--- src/hw/rtl/tnps_pkg.sv ---
// ----------------------------------------------------------------------------
// tnps_pkg
// types, codes and the control program of the two-nearest prototype search
// ----------------------------------------------------------------------------
package tnps_pkg;

   localparam int NEURONS_DEF = 64;
   localparam int DIM_DEF     = 16;

   localparam int OP_W     = 2;
   localparam int IDX_W    = 6;
   localparam int ELEM_W   = 4;
   localparam int VAL_W    = 16;
   localparam int DIMS_W   = 5;
   localparam int DIST_W   = 36;
   localparam int PROD_W   = 32;
   localparam int REQ_W    = 32;
   localparam int RSP_W    = 56;
   localparam int PC_W     = 4;

   localparam logic [DIMS_W-1:0] DIMS_RESET = 5'd16;
   localparam logic [DIST_W-1:0] DIST_MAX   = '1;

   localparam logic [OP_W-1:0] OP_WRITE = 2'd0;
   localparam logic [OP_W-1:0] OP_FLAG  = 2'd1;
   localparam logic [OP_W-1:0] OP_QUERY = 2'd2;

   localparam logic [PC_W-1:0] ST_IDLE  = 4'd0;
   localparam logic [PC_W-1:0] ST_INIT  = 4'd1;
   localparam logic [PC_W-1:0] ST_TOP   = 4'd2;
   localparam logic [PC_W-1:0] ST_CHECK = 4'd3;
   localparam logic [PC_W-1:0] ST_MAC   = 4'd4;
   localparam logic [PC_W-1:0] ST_DRAIN = 4'd5;
   localparam logic [PC_W-1:0] ST_CMP   = 4'd6;
   localparam logic [PC_W-1:0] ST_NEXT  = 4'd7;
   localparam logic [PC_W-1:0] ST_RESP  = 4'd8;
   localparam logic [PC_W-1:0] ST_RET   = 4'd9;

   typedef enum logic [2:0] {
      C_ALWAYS,
      C_NO_START,
      C_NEUR_DONE,
      C_NOT_ELIG,
      C_MORE,
      C_BUSY,
      C_OUT_BUSY
   } cond_type;

   typedef struct packed {
      logic            ready;
      logic            clr_scan;
      logic            vec_start;
      logic            issue;
      logic            cmp;
      logic            next_neuron;
      logic            respond;
      cond_type        cond;
      logic [PC_W-1:0] target;
   } ctl_type;

   typedef struct packed {
      logic neur_done;
      logic not_elig;
      logic more;
      logic pipe_busy;
   } dp_status_type;

   typedef struct packed {
      logic          start;
      logic          out_busy;
      dp_status_type dp;
   } status_type;

   typedef struct packed {
      logic [DIST_W-1:0] best_distance;
      logic              second_found;
      logic [IDX_W-1:0]  second_index;
      logic              best_found;
      logic [IDX_W-1:0]  best_index;
   } result_type;

   function automatic ctl_type ucode_rom(input logic [PC_W-1:0] pc);
      ctl_type w;
      w = '0;
      w.cond   = C_ALWAYS;
      w.target = ST_IDLE;
      case (pc)
         ST_IDLE: begin
            w.ready  = 1'b1;
            w.cond   = C_NO_START;
            w.target = ST_IDLE;
         end
         ST_INIT: begin
            w.clr_scan = 1'b1;
            w.target   = ST_TOP;
         end
         ST_TOP: begin
            w.cond   = C_NEUR_DONE;
            w.target = ST_RESP;
         end
         ST_CHECK: begin
            w.vec_start = 1'b1;
            w.cond      = C_NOT_ELIG;
            w.target    = ST_NEXT;
         end
         ST_MAC: begin
            w.issue  = 1'b1;
            w.cond   = C_MORE;
            w.target = ST_MAC;
         end
         ST_DRAIN: begin
            w.cond   = C_BUSY;
            w.target = ST_DRAIN;
         end
         ST_CMP: begin
            w.cmp    = 1'b1;
            w.target = ST_NEXT;
         end
         ST_NEXT: begin
            w.next_neuron = 1'b1;
            w.target      = ST_TOP;
         end
         ST_RESP: begin
            w.respond = 1'b1;
            w.cond    = C_OUT_BUSY;
            w.target  = ST_RESP;
         end
         ST_RET: begin
            w.target = ST_IDLE;
         end
         default: begin
            w.target = ST_IDLE;
         end
      endcase
      return w;
   endfunction

endpackage

--- src/hw/rtl/tnps_sequencer.sv ---
// ----------------------------------------------------------------------------
// tnps_sequencer
// step counter over the control program, with conditional jumps
// ----------------------------------------------------------------------------
module tnps_sequencer
   import tnps_pkg::*;
(
   input  logic       clock,
   input  logic       reset,
   input  status_type status,
   output ctl_type    ctl
);

   logic [PC_W-1:0] pc_ff;
   logic [PC_W-1:0] pc_in;
   logic            take;

   assign ctl = ucode_rom(pc_ff);

   always_comb begin
      case (ctl.cond)
         C_ALWAYS:    take = 1'b1;
         C_NO_START:  take = !status.start;
         C_NEUR_DONE: take = status.dp.neur_done;
         C_NOT_ELIG:  take = status.dp.not_elig;
         C_MORE:      take = status.dp.more;
         C_BUSY:      take = status.dp.pipe_busy;
         C_OUT_BUSY:  take = status.out_busy;
         default:     take = 1'b1;
      endcase
      pc_in = take ? ctl.target : pc_ff + 1'b1;
   end

   always_ff @(posedge clock) begin
      if (reset) begin
         pc_ff <= ST_IDLE;
      end else begin
         pc_ff <= pc_in;
      end
   end

endmodule

--- config.mk ---
export PLATFORM = sky130hd
export DESIGN_NAME = tnps_sequencer
export DESIGN_NICKNAME = d
export VERILOG_FILES = /design/src/hw/rtl/tnps_pkg.sv /design/src/hw/rtl/tnps_sequencer.sv
export SDC_FILE = /design/constraint.sdc
export NUM_CORES = 1
export LEC_CHECK = 0
export BUFFER_PORTS_ARGS = -buffer_cell sky130_fd_sc_hd__buf_2
export CAP_MARGIN = 20
export CORE_AREA = 2 2 39 41
export CTS_BUF_LIST = sky130_fd_sc_hd__clkbuf_2
export CTS_CLUSTER_DIAMETER = 30
export DETAILED_ROUTE_END_ITERATION = 8
export DIE_AREA = 0 0 41 43
export GPL_ROUTABILITY_DRIVEN = 0
export PLACE_DENSITY = 0.69
export SLEW_MARGIN = 20
export SYNTH_ARGS = -nofsm -noshare
export SYNTH_HDL_FRONTEND = slang
export SYNTH_SLANG_ARGS = --single-unit
--- constraint.sdc ---
create_clock -name clock -period 3.79 [get_ports clock]
set_input_delay 0.1895 -clock clock [delete_from_list [all_inputs] [get_ports clock]]
set_output_delay 0.1895 -clock clock [all_outputs]
set_load 0.05 [all_outputs]
**Word-level counts from Yosys, hierarchy flattened**

Index checks and enable logic that the tools add are counted.

- Register bits after elaboration: 4
- Input bits: 8
- Output and inout port bits: 14
- Word-level logic and storage cells: 32

- $add $sub $neg: 1
- Equality and inequality tests: 14
- Muxes and demuxes: 11
- Reductions and logical operators: 5

Operators with widths:

| cell | count |
|---|---|
| $pmux 4 s5 | 1 |
| $pmux 3 s6 | 1 |
| $eq 4x3->1 const B | 4 |
| $eq 3x3->1 const B | 3 |
| $eq 4x2->1 const B | 2 |
| $mux 1 | 7 |
| $eq 3x2->1 const B | 2 |
| $pmux 1 s6 | 1 |
| $reduce_or 2->1 | 3 |
| $add 4x1->4 const B | 1 |
| $eq 4x1->1 const B | 1 |
| $eq 4x4->1 const B | 1 |
| $logic_not 4->1 | 1 |
| $mux 4 | 1 |
| $eq 3x1->1 const B | 1 |
| $logic_not 1->1 | 1 |

**Longest topological paths before layout**

Gate-level depths: netlist (run 1).

- Word-level depth: 5
- Depth in mapped cells: 8
- Mapped depth without buffers: 8

**Least setup slack after synthesis (run 1)**

Ideal clock, no wire load.

- Kind: reg2reg
- From: register pc_ff[0]
- To: register pc_ff[2]
- Library setup time: 72 ps
- Arrival time: 2628 ps
- Required time: 3718 ps
- Path slack: 1091 ps
- Stages on the path, launching flop included: 7
- Buffers on the path: 0
- Period minus slack after synthesis: 2699 ps
- Cells stage by stage: dfxtp_1 > ha_1 > nor2_1 > a211oi_1 > or2_2 > nand2b_1 > mux2i_1

RTL lines:

| what | line | text |
|---|---|---|
| start, declared | tnps_sequencer.sv:14 | `logic [PC_W-1:0] pc_ff;` |
| start signal, assigned | tnps_sequencer.sv:38 | `pc_ff <= pc_in;` |

**Final worst setup path (run 1)**

- From: register pc_ff[0]
- To: register pc_ff[0]

- Word-level cells in the longest chain between the ends: 5
- Elaborated cells between the ends (all ways): 23
- Those cells by class: 1 x add/sub; 14 x eq/ne; 4 x mux; 4 x reduce/logical

RTL lines:

| what | line | text |
|---|---|---|
| $eq 4x4->1, or another cell as far along | tnps_pkg.sv:87 | `case (pc)` |
| $pmux 3 s6 | tnps_pkg.sv:87 |  |
| $eq 3x3->1, or another cell as far along | tnps_sequencer.sv:21 | `case (ctl.cond)` |
| $pmux 1 s6 | tnps_sequencer.sv:21 |  |
| $mux 4 * | tnps_sequencer.sv:31 | `pc_in = take ? ctl.target : pc_ff + 1'b1;` |

Every way passes the cells marked *; elsewhere a longest branch is shown, timed or not.
A chain may end at the register's enable or synchronous reset.

==> results of run 1 <==
worst reg2reg max path, stage by stage, from the launching register on:
cell,delay (ns)
dfxtp_1,0.39
inv_1,0.08
ha_1,0.28
nor3_2,0.26
or3_4,0.18
clkinv_1,0.09
o31ai_2,0.21
a2bb2oi_2,0.29
mux2_1,0.35
final timing paths:
| check | end | slack [ns] | cells past startpoint |
|---|---|---|---|
| hold / removal | pc_ff[2]$_SDFF_PP0_ | 0.34 | 3 |
| hold reg to reg | pc_ff[0]$_SDFF_PP0_ | 0.59 | 2 |
| setup / recovery | pc_ff[0]$_SDFF_PP0_ | 1.55 | 8 |
| setup reg to reg | pc_ff[0]$_SDFF_PP0_ | 1.55 | 8 |
logic make-up after synthesis:
family | after synthesis | synth area share
muxes | 5 | 0.102
and+or+nand+nor | 32 | 0.386
xor gates and xnor gates | 3 | 0.0510
DFF | 4 | 0.155
AOI/OAI and AO/OA | 8 | 0.143
buffers and inverters | 6 | 0.0655
adders and majority gates | 4 | 0.0971
cell type report:
type / instances / area (µm²) / share of cell area
inverters: 4 / 15.0 / 0.0236
repair buffers: 21 / 105 / 0.165
flip-flops and latches: 4 / 80.1 / 0.126
clock buffers: 3 / 15.0 / 0.0236
multi-input cells: 52 / 402 / 0.631
well taps: 16 / 20.0 / 0.0314
metrics by stage:
stage	instance area, µm²	util	hold slack (ns)	instances	setup slack (ns)
6_report	637	0.460	0.341	100	1.55
5_1_grt	637	0.460	0.361	100	1.36
4_1_cts	637	0.460	0.340	100	1.52
3_5_place_dp	622	0.449	0.566	97	1.54
3_3_place_gp	622	0.449	0.565	97	1.55
2_1_floorplan	515	-	0.369	62	1.09
cells in the final DEF (no fill, tap or decap), types with 3 or more instances in the layout:
cell type and n:
nand2b_1 3, buf_2 21, inv_1 3, clkbuf_2 3, xor2_1 3, ha_1 4
dfxtp_1 4, mux2i_1 3, and2_1 4, nor2b_1 4, a211oi_1 3, nor2_1 7
layer usage:
layer  track usage  part of all wire  up-vias
met5             0                 0        -
met4        0.0600                 0        0
met3        0.0628             0.087        0
met2         0.222              0.46       15
met1         0.196              0.45      235
li1              -                 -      260
==> flow_summary_export.csv, run 1 <==
group,metric,value,unit
route,wl,1.14,mm
synthesis,yosysSeqAreaShare,0.155,
synthesis,ys_warn_count,0,
final_layout,drive_gt1_frac,0.369,
worst_setup_path,slowest_stage,"dfxtp_1",
synthesis,synth_top_area_cell,"dfxtp_1",
grt,grt_pass1_vias,431,
synthesis,synth_top_area_share,0.155,
floorplanning,coreArea,1380,µm²
final_layout,fillers,148,
worst_setup_path,cp_max_fo,7,
floorplanning,die_h,43,µm
final_layout,largest_reg_flops,4,
grt,track_usage,0.154,
synthesis,synth_most_common_cell,"nor2_1",
worst_setup_path,reg2reg_from,"pc_ff[0]$_SDFF_PP0_",
worst_setup_path,worstSetupStartpoint,"pc_ff[0]$_SDFF_PP0_",
clock_network,htree_levels,1,
worst_setup_path,required,3.88,ns
sta,finalCritPeriodShare,0.592,
route,antenna_left,0,
route,firstDrtPassIters,4,
synthesis,syn_nets,74,
worst_setup_path,cp_cell_sequence,"inv_1 -> ha_1 -> nor3_2 -> or3_4 -> clkinv_1 -> o31ai_2 -> a2bb2oi_2 -> mux2_1",
route,wire_per_inst,11.4,µm
floorplanning,rows,14,
final_layout,regMostFlops,"pc_ff",
sta,finalHoldViolCount,0,
floorplanning,floorplan.initialDensity,0.373,
clock_network,cts_tree,"done",
worst_setup_path,worst_path_largest_cell_delay,0.39,ns
sta,fmax,446,MHz
route,drtIter0Drc,6,
final_layout,largestRegisters,"pc_ff: 4 flops",
final_layout,nNetsFinal,98,
sta,rsz0062_at_grt,"no",
floorplanning,dieArea,1760,µm²
clock_network,clk_latency,0.22,ns
worst_setup_path,cpLargestDelayFamily,"compound AO/OA/AOI/OAI gates",
synthesis,synth_cells,62,
worst_setup_path,critical_path_class,"flop to flop",
sta,fin_crit,2.24,ns
synthesis,ys_seq_elements,4,
synthesis,avgSynthCellArea,8.31,µm²
hold_path,min_path_type,"primary input to flop",
synthesis,synth_cell_types,29,
sta,fin_tns_setup,0,ns
worst_setup_path,end_kind,"flop",
synthesis,ys_top_cells_by_count,"7 x nor2_1, 4 x and2_1, 4 x dfxtp_1, 4 x ha_1, 4 x nor2b_1",
grt,antenna_found_initial,0,
placed_design,io_buffer_count,21,
job,drv_cap,0,
clock_network,cts_hold_buf,0,
clock_network,cts_root_buf,"clkbuf_2",
synthesis,synth_edf_count,0,
synthesis,synth_area_leaders,"dfxtp_1 16%, ha_1 9.7%, mux2i_1 5.8%, nor2_1 5.1%, xor2_1 5.1%",
synthesis,synth_flop_cell,"dfxtp_1",
sta,setup_viol_count_final,0,
final_layout,syn_to_final_growth,23.5,%
worst_setup_path,crit_arrival,2.34,ns
final_layout,diodes,0,
route,drc,0,
floorplanning,num_io_pins,22,
worst_setup_path,worst-path-buf-inv,2,
clock_network,cts_sinks,4,
sta,finClkSkew,0.00661,ns
clock_network,path_clk_slew,0.05,ns
route,avgViaCountPerCell,5.10,
worst_setup_path,startpoint_type,"flop",
placed_design,dp_hpwl,882,µm
synthesis,synth_area,515,µm²
route,vias,510,
clock_network,ctsResizeCount,0,
clock_network,cts_buffer_depth,2,
sta,worst_slew_pin_slew,0.521,ns
synthesis,async_flop_share,0,
floorplanning,die_w,41,µm
clock_network,cts_buffers,3,
outcome,outcome,"finished, final reports clean",
sta,drv_slew,0,
clock_network,cts_setup_buffers,0,
grt,grt_max_degree,16,
grt,grt_pass1_wl,1.80,mm
hold_path,worstHoldStart,"reset",
grt,overflow,0,
sta,max_slew_margin,0.652,
Power of run 1 is left out: the tool's default activity adds up to more than one toggle a clock period on the data nets, which glitch-free logic cannot reach.
==> inputs of run 2 (changes only) <==
Settings changed: PLACE_DENSITY 0.69 to 0.72.
Clock period 3.79 ns to 1.8 ns, I/O delays scaled along.
==> run 2 against run 1 <==
The flow now finishes with violations (setup timing). Worst setup slack worse by 1.7 ns. Wire length is 34% higher. First-iteration DRC count fell by 67%. Final cell count grew 17%. Largest cell class unchanged. Highest routed layer is now met4.
==> flow_summary_export.csv, run 2 (synthesized netlist as in run 1, its figures left out) <==
group,metric,value,unit
sta,fin_crit,1.98,ns
clock_network,cts_buffers,3,
worst_setup_path,reg2reg_from,"pc_ff[1]$_SDFF_PP0_",
floorplanning,num_io_pins,22,
worst_setup_path,reg2reg_slack,-0.18,ns
floorplanning,coreArea,1380,µm²
floorplanning,floorplan.initialDensity,0.373,
worst_setup_path,crit_arrival,2.08,ns
sta,whs,0.236,ns
worst_setup_path,timing.rr.end,"pc_ff[0]$_SDFF_PP0_",
route,drtIter0Drc,2,
grt,overflow,0,
placed_design,pre_cts_ws,-0.212,ns
sta,fmax,505,MHz
outcome,violations,"setup timing",
route,vias,591,
final_layout,final_cell_mix,"18 x buf_2, 16 x buf_4, 6 x nor2_1",
final_layout,fillers,117,
clock_network,htree_levels,1,
hold_path,holdPathStages,3,
sta,rsz0062_at_grt,"yes",
placed_design,dp_hpwl,1.16,mm
clock_network,clk_latency,0.22,ns
sta,max_slew_margin,0.748,
floorplanning,die_w,41,µm
sta,finalCritPeriodShare,1.10,
sta,setup_viol_count_final,4,
floorplanning,die_h,43,µm
route,firstDrtPassIters,4,
clock_network,cts_tree,"done",
clock_network,path_clk_slew,0.05,ns
worst_setup_path,end_kind,"flop",
grt,grt_max_degree,11,
route,wire_per_inst,13.0,µm
sta,worst_slew_pin_slew,0.377,ns
final_layout,syn_to_final_growth,79.6,%
route,antenna_left,0,
hold_path,min_path_type,"primary input to flop",
clock_network,cts_sinks,4,
floorplanning,dieArea,1760,µm²
worst_setup_path,worst_r2r_path_depth,7,
final_layout,diodes,0,
route,drc,0,
sta,finClkSkew,0.00174,ns
grt,grt_pass1_wl,2.48,mm
worst_setup_path,worstSetupStartpoint,"pc_ff[1]$_SDFF_PP0_",
outcome,outcome,"complete, but fails checks",
clock_network,cts_hold_buf,0,
worst_setup_path,startpoint_type,"flop",
final_layout,utilization,0.669,
clock_network,cts_buffer_depth,2,
sta,layout_setup_ws,-0.178,ns
grt,track_usage,0.212,
final_layout,drive_gt1_frac,0.663,
final_layout,nNetsFinal,114,
final_layout,regMostFlops,"pc_ff",
clock_network,cts_root_buf,"clkbuf_2",
worst_setup_path,required,1.90,ns
route,wl,1.52,mm
final_layout,final_common_cell,"buf_2",
sta,drv_slew,0,
final_layout,largestRegisters,"pc_ff: 4 flops",
final_layout,largest_reg_flops,4,
job,drv_cap,0,
sta,finalHoldViolCount,0,
floorplanning,rows,14,
grt,grt_pass1_vias,635,
worst_setup_path,critical_path_class,"flop to flop",
route,avgViaCountPerCell,5.05,
worst_setup_path,cp_max_fo,4,
worst_setup_path,cp-endpoint,"pc_ff[0]$_SDFF_PP0_",
placed_design,io_buffer_count,21,
grt,antenna_found_initial,0,
==> run 2: repair_timing <==
item	4_1_cts	5_1_grt
endpoints found under the setup margin	5	8
cloned	0	0
buffers inserted	2	0
resized for setup	12	3
pin swaps	3	2
==> run 2: worst min-delay path by stage <==
stage | from | endpoint | slack [ns]
2_1_floorplan | reset | pc_ff[1]$_SDFF_PP0_ | 0.26
3_3_place_gp | reset | pc_ff[1]$_SDFF_PP0_ | 0.45
3_5_place_dp | reset | pc_ff[1]$_SDFF_PP0_ | 0.46
4_1_cts | reset | pc_ff[1]$_SDFF_PP0_ | 0.24
5_1_grt | reset | pc_ff[1]$_SDFF_PP0_ | 0.22
6_report | reset | pc_ff[1]$_SDFF_PP0_ | 0.24
==> run 2: final cells by class <==
| class | count | area [µm²] | share of cell area |
|---|---|---|---|
| Multi-Input combinational cell | 52 | 533 | 0.576 |
| Tap cell | 16 | 20.0 | 0.0216 |
| Sequential cell | 4 | 87.6 | 0.0946 |
| Clock buffer | 4 | 20.0 | 0.0216 |
| Timing Repair Buffer | 37 | 236 | 0.255 |
| Inverter | 4 | 28.8 | 0.0311 |
==> run 2: worst max-delay path, stage by stage (launching register included) <==
cell and delay, ns:
dfxtp_4 0.38, buf_4 0.14, ha_4 0.13, nor3_2 0.03
or3_4 0.38, o31ai_4 0.27, a2bb2oi_4 0.22, mux2_4 0.32
==> run 2: metal layers <==
metal,vias to the layer above,part of all wire,GRT usage
met5,-,0,0
met4,0,0.010,0.0467
met3,2,0.052,0.0995
met2,19,0.56,0.366
met1,275,0.38,0.219
li1,295,-,-
==> run 2: through the flow <==
step                      cells  TNS [ns]  instance area (µm²)
final                       117    -0.617                  926
after global routing        117     -1.01                  926
after CTS                   117    -0.593                  916
after detailed placement    111    -0.725                  813
after global placement      111    -0.521                  813
after floorplan              62    -0.727                  602
Power of run 2 is left out for the same reason.
==> inputs of run 3 (changes only) <==
Settings changed: CTS_BUF_LIST sky130_fd_sc_hd__clkbuf_2 to sky130_fd_sc_hd__clkbuf_8.
==> run 3 against run 2 <==
The run still ends with setup timing left. Non-clock buffer count unchanged. Sequential cell count unchanged. First-iteration DRC count down 50%. Die area did not move. Critical path depth is the same. Via count shrank 2.4%. Design area up 2.4%. Sequential share of layout area shrank 0.093 points. Utilization up 1.6 points. Register-to-register slack improved by 0.02 ns. Critical path type unchanged. Critical endpoint unchanged. Largest cell class unchanged.
==> flow_summary_export.csv, run 3 (synthesized netlist as in run 1, its figures left out) <==
group,metric,value,unit
hold_path,worstHoldStart,"reset",
worst_setup_path,startpoint_type,"flop",
worst_setup_path,critical_path_class,"flop to flop",
sta,finalCritPeriodShare,1.09,
outcome,outcome,"complete, but fails checks",
hold_path,min_path_type,"primary input to flop",
route,drc,0,
route,wire_per_inst,12.8,µm
placed_design,io_buffer_count,21,
final_layout,regMostFlops,"pc_ff",
floorplanning,floorplan.initialDensity,0.373,
route,firstDrtPassIters,2,
worst_setup_path,worstSetupStartpoint,"pc_ff[1]$_SDFF_PP0_",
sta,max_slew_margin,0.748,
floorplanning,rows,14,
worst_setup_path,cp_max_fo,4,
worst_setup_path,end_kind,"flop",
clock_network,clk_latency,0.22,ns
clock_network,cts_hold_buf,0,
clock_network,cts_tree,"done",
final_layout,largestRegisters,"pc_ff: 4 flops",
grt,grt_max_degree,11,
route,antenna_left,0,
final_layout,nNetsFinal,114,
final_layout,largest_reg_flops,4,
worst_setup_path,required,1.90,ns
sta,finalHoldViolCount,0,
final_layout,drive_gt1_frac,0.653,
sta,rsz0062_at_grt,"yes",
sta,setup_viol_count_final,4,
grt,grt_pass1_vias,618,
worst_setup_path,worst_r2r_path_depth,7,
route,drtIter0Drc,1,
final_layout,final_common_cell,"buf_2",
grt,overflow,0,
sta,worst_slew_pin_slew,0.377,ns
outcome,violations,"setup timing",
sta,fin_tns_setup,-0.571,ns
final_layout,fillers,111,
floorplanning,die_w,41,µm
sta,finClkSkew,0.0000798,ns
sta,fmax,509,MHz
floorplanning,die_h,43,µm
worst_setup_path,reg2reg_from,"pc_ff[1]$_SDFF_PP0_",
clock_network,cts_root_buf,"clkbuf_8",
job,drv_cap,0,
floorplanning,coreArea,1380,µm²
grt,grt_pass1_wl,2.44,mm
sta,whs,0.240,ns
floorplanning,dieArea,1760,µm²
sta,drv_slew,0,
clock_network,htree_levels,1,
clock_network,cts_buffer_depth,2,
final_layout,diodes,0,
floorplanning,num_io_pins,22,
sta,layout_setup_ws,-0.163,ns
clock_network,cts_sinks,4,
grt,track_usage,0.204,
final_layout,final_cell_mix,"20 x buf_2, 16 x buf_4, 6 x nor2_1",
sta,fin_crit,1.96,ns
worst_setup_path,reg2reg_slack,-0.16,ns
worst_setup_path,timing.rr.end,"pc_ff[0]$_SDFF_PP0_",
hold_path,worstHoldEndpoint,"pc_ff[1]$_SDFF_PP0_",
hold_path,holdPathStages,3,
grt,antenna_found_initial,0,
route,avgViaCountPerCell,4.93,
route,vias,577,
clock_network,cts_buffers,3,
route,wl,1.50,mm
worst_setup_path,crit_arrival,2.06,ns
final_layout,syn_to_final_growth,84.0,%
clock_network,path_clk_slew,0.03,ns
placed_design,dp_hpwl,1.16,mm
==> run 3: routing by layer <==
| metal | wire, µm | track usage | share of wire | up-vias |
|---|---|---|---|---|
| li1 | - | - | - | 293 |
| met1 | 579 | 0.209 | 0.39 | 264 |
| met2 | 831 | 0.363 | 0.56 | 18 |
| met3 | 70 | 0.0838 | 0.047 | 2 |
| met4 | 16 | 0.0400 | 0.011 | 0 |
| met5 | 0 | 0 | 0 | - |
==> run 3: area by class of cell <==
type / count / area [µm²] / area share
timing repair buffer: 37 / 235 / 0.248
multi-input combinational: 52 / 531 / 0.559
tap: 16 / 20.0 / 0.0211
sequential: 4 / 88.8 / 0.0937
clock inverter: 1 / 3.75 / 0.00396
clock buffer: 3 / 41.3 / 0.0435
inverter: 4 / 28.8 / 0.0303
==> run 3: through the flow <==
stage                     cells  worst slack, ns  instance area (µm²)  utilization
after floorplan              62           -0.272                  602            -
after global placement      111           -0.165                  813        0.588
after detailed placement    111           -0.212                  813        0.588
after CTS                   117           -0.159                  941        0.680
after global routing        117           -0.223                  948        0.685
final                       117           -0.163                  948        0.685
==> run 3: worst max-delay path, cell delays in order, from the launching register on <==
cell,delay [ns]
dfxtp_4,0.37
buf_4,0.14
ha_4,0.13
nor3_2,0.03
or3_4,0.37
o31ai_4,0.27
a2bb2oi_4,0.22
mux2_4,0.31
==> run 3: timing repair <==
action | 4_1_cts | 5_1_grt
hold endpoints to repair | 0 | 0
endpoints found under the setup margin | 5 | 5
gates resized for setup | 12 | 3
pin swaps | 3 | 2
setup buffers | 2 | 0
==> run 3: how the worst max path moves through the flow <==
stage / to / slack [ns] / cells past startpoint
global route: pc_ff[0]$_SDFF_PP0_ / -0.22 / 8
CTS: pc_ff[0]$_SDFF_PP0_ / -0.16 / 7
global placement: pc_ff[0]$_SDFF_PP0_ / -0.16 / 7
finish: pc_ff[0]$_SDFF_PP0_ / -0.16 / 7
detailed placement: pc_ff[0]$_SDFF_PP0_ / -0.21 / 7
floorplan: pc_ff[3]$_SDFF_PP0_ / -0.27 / 8
Power of run 3 is left out for the same reason.
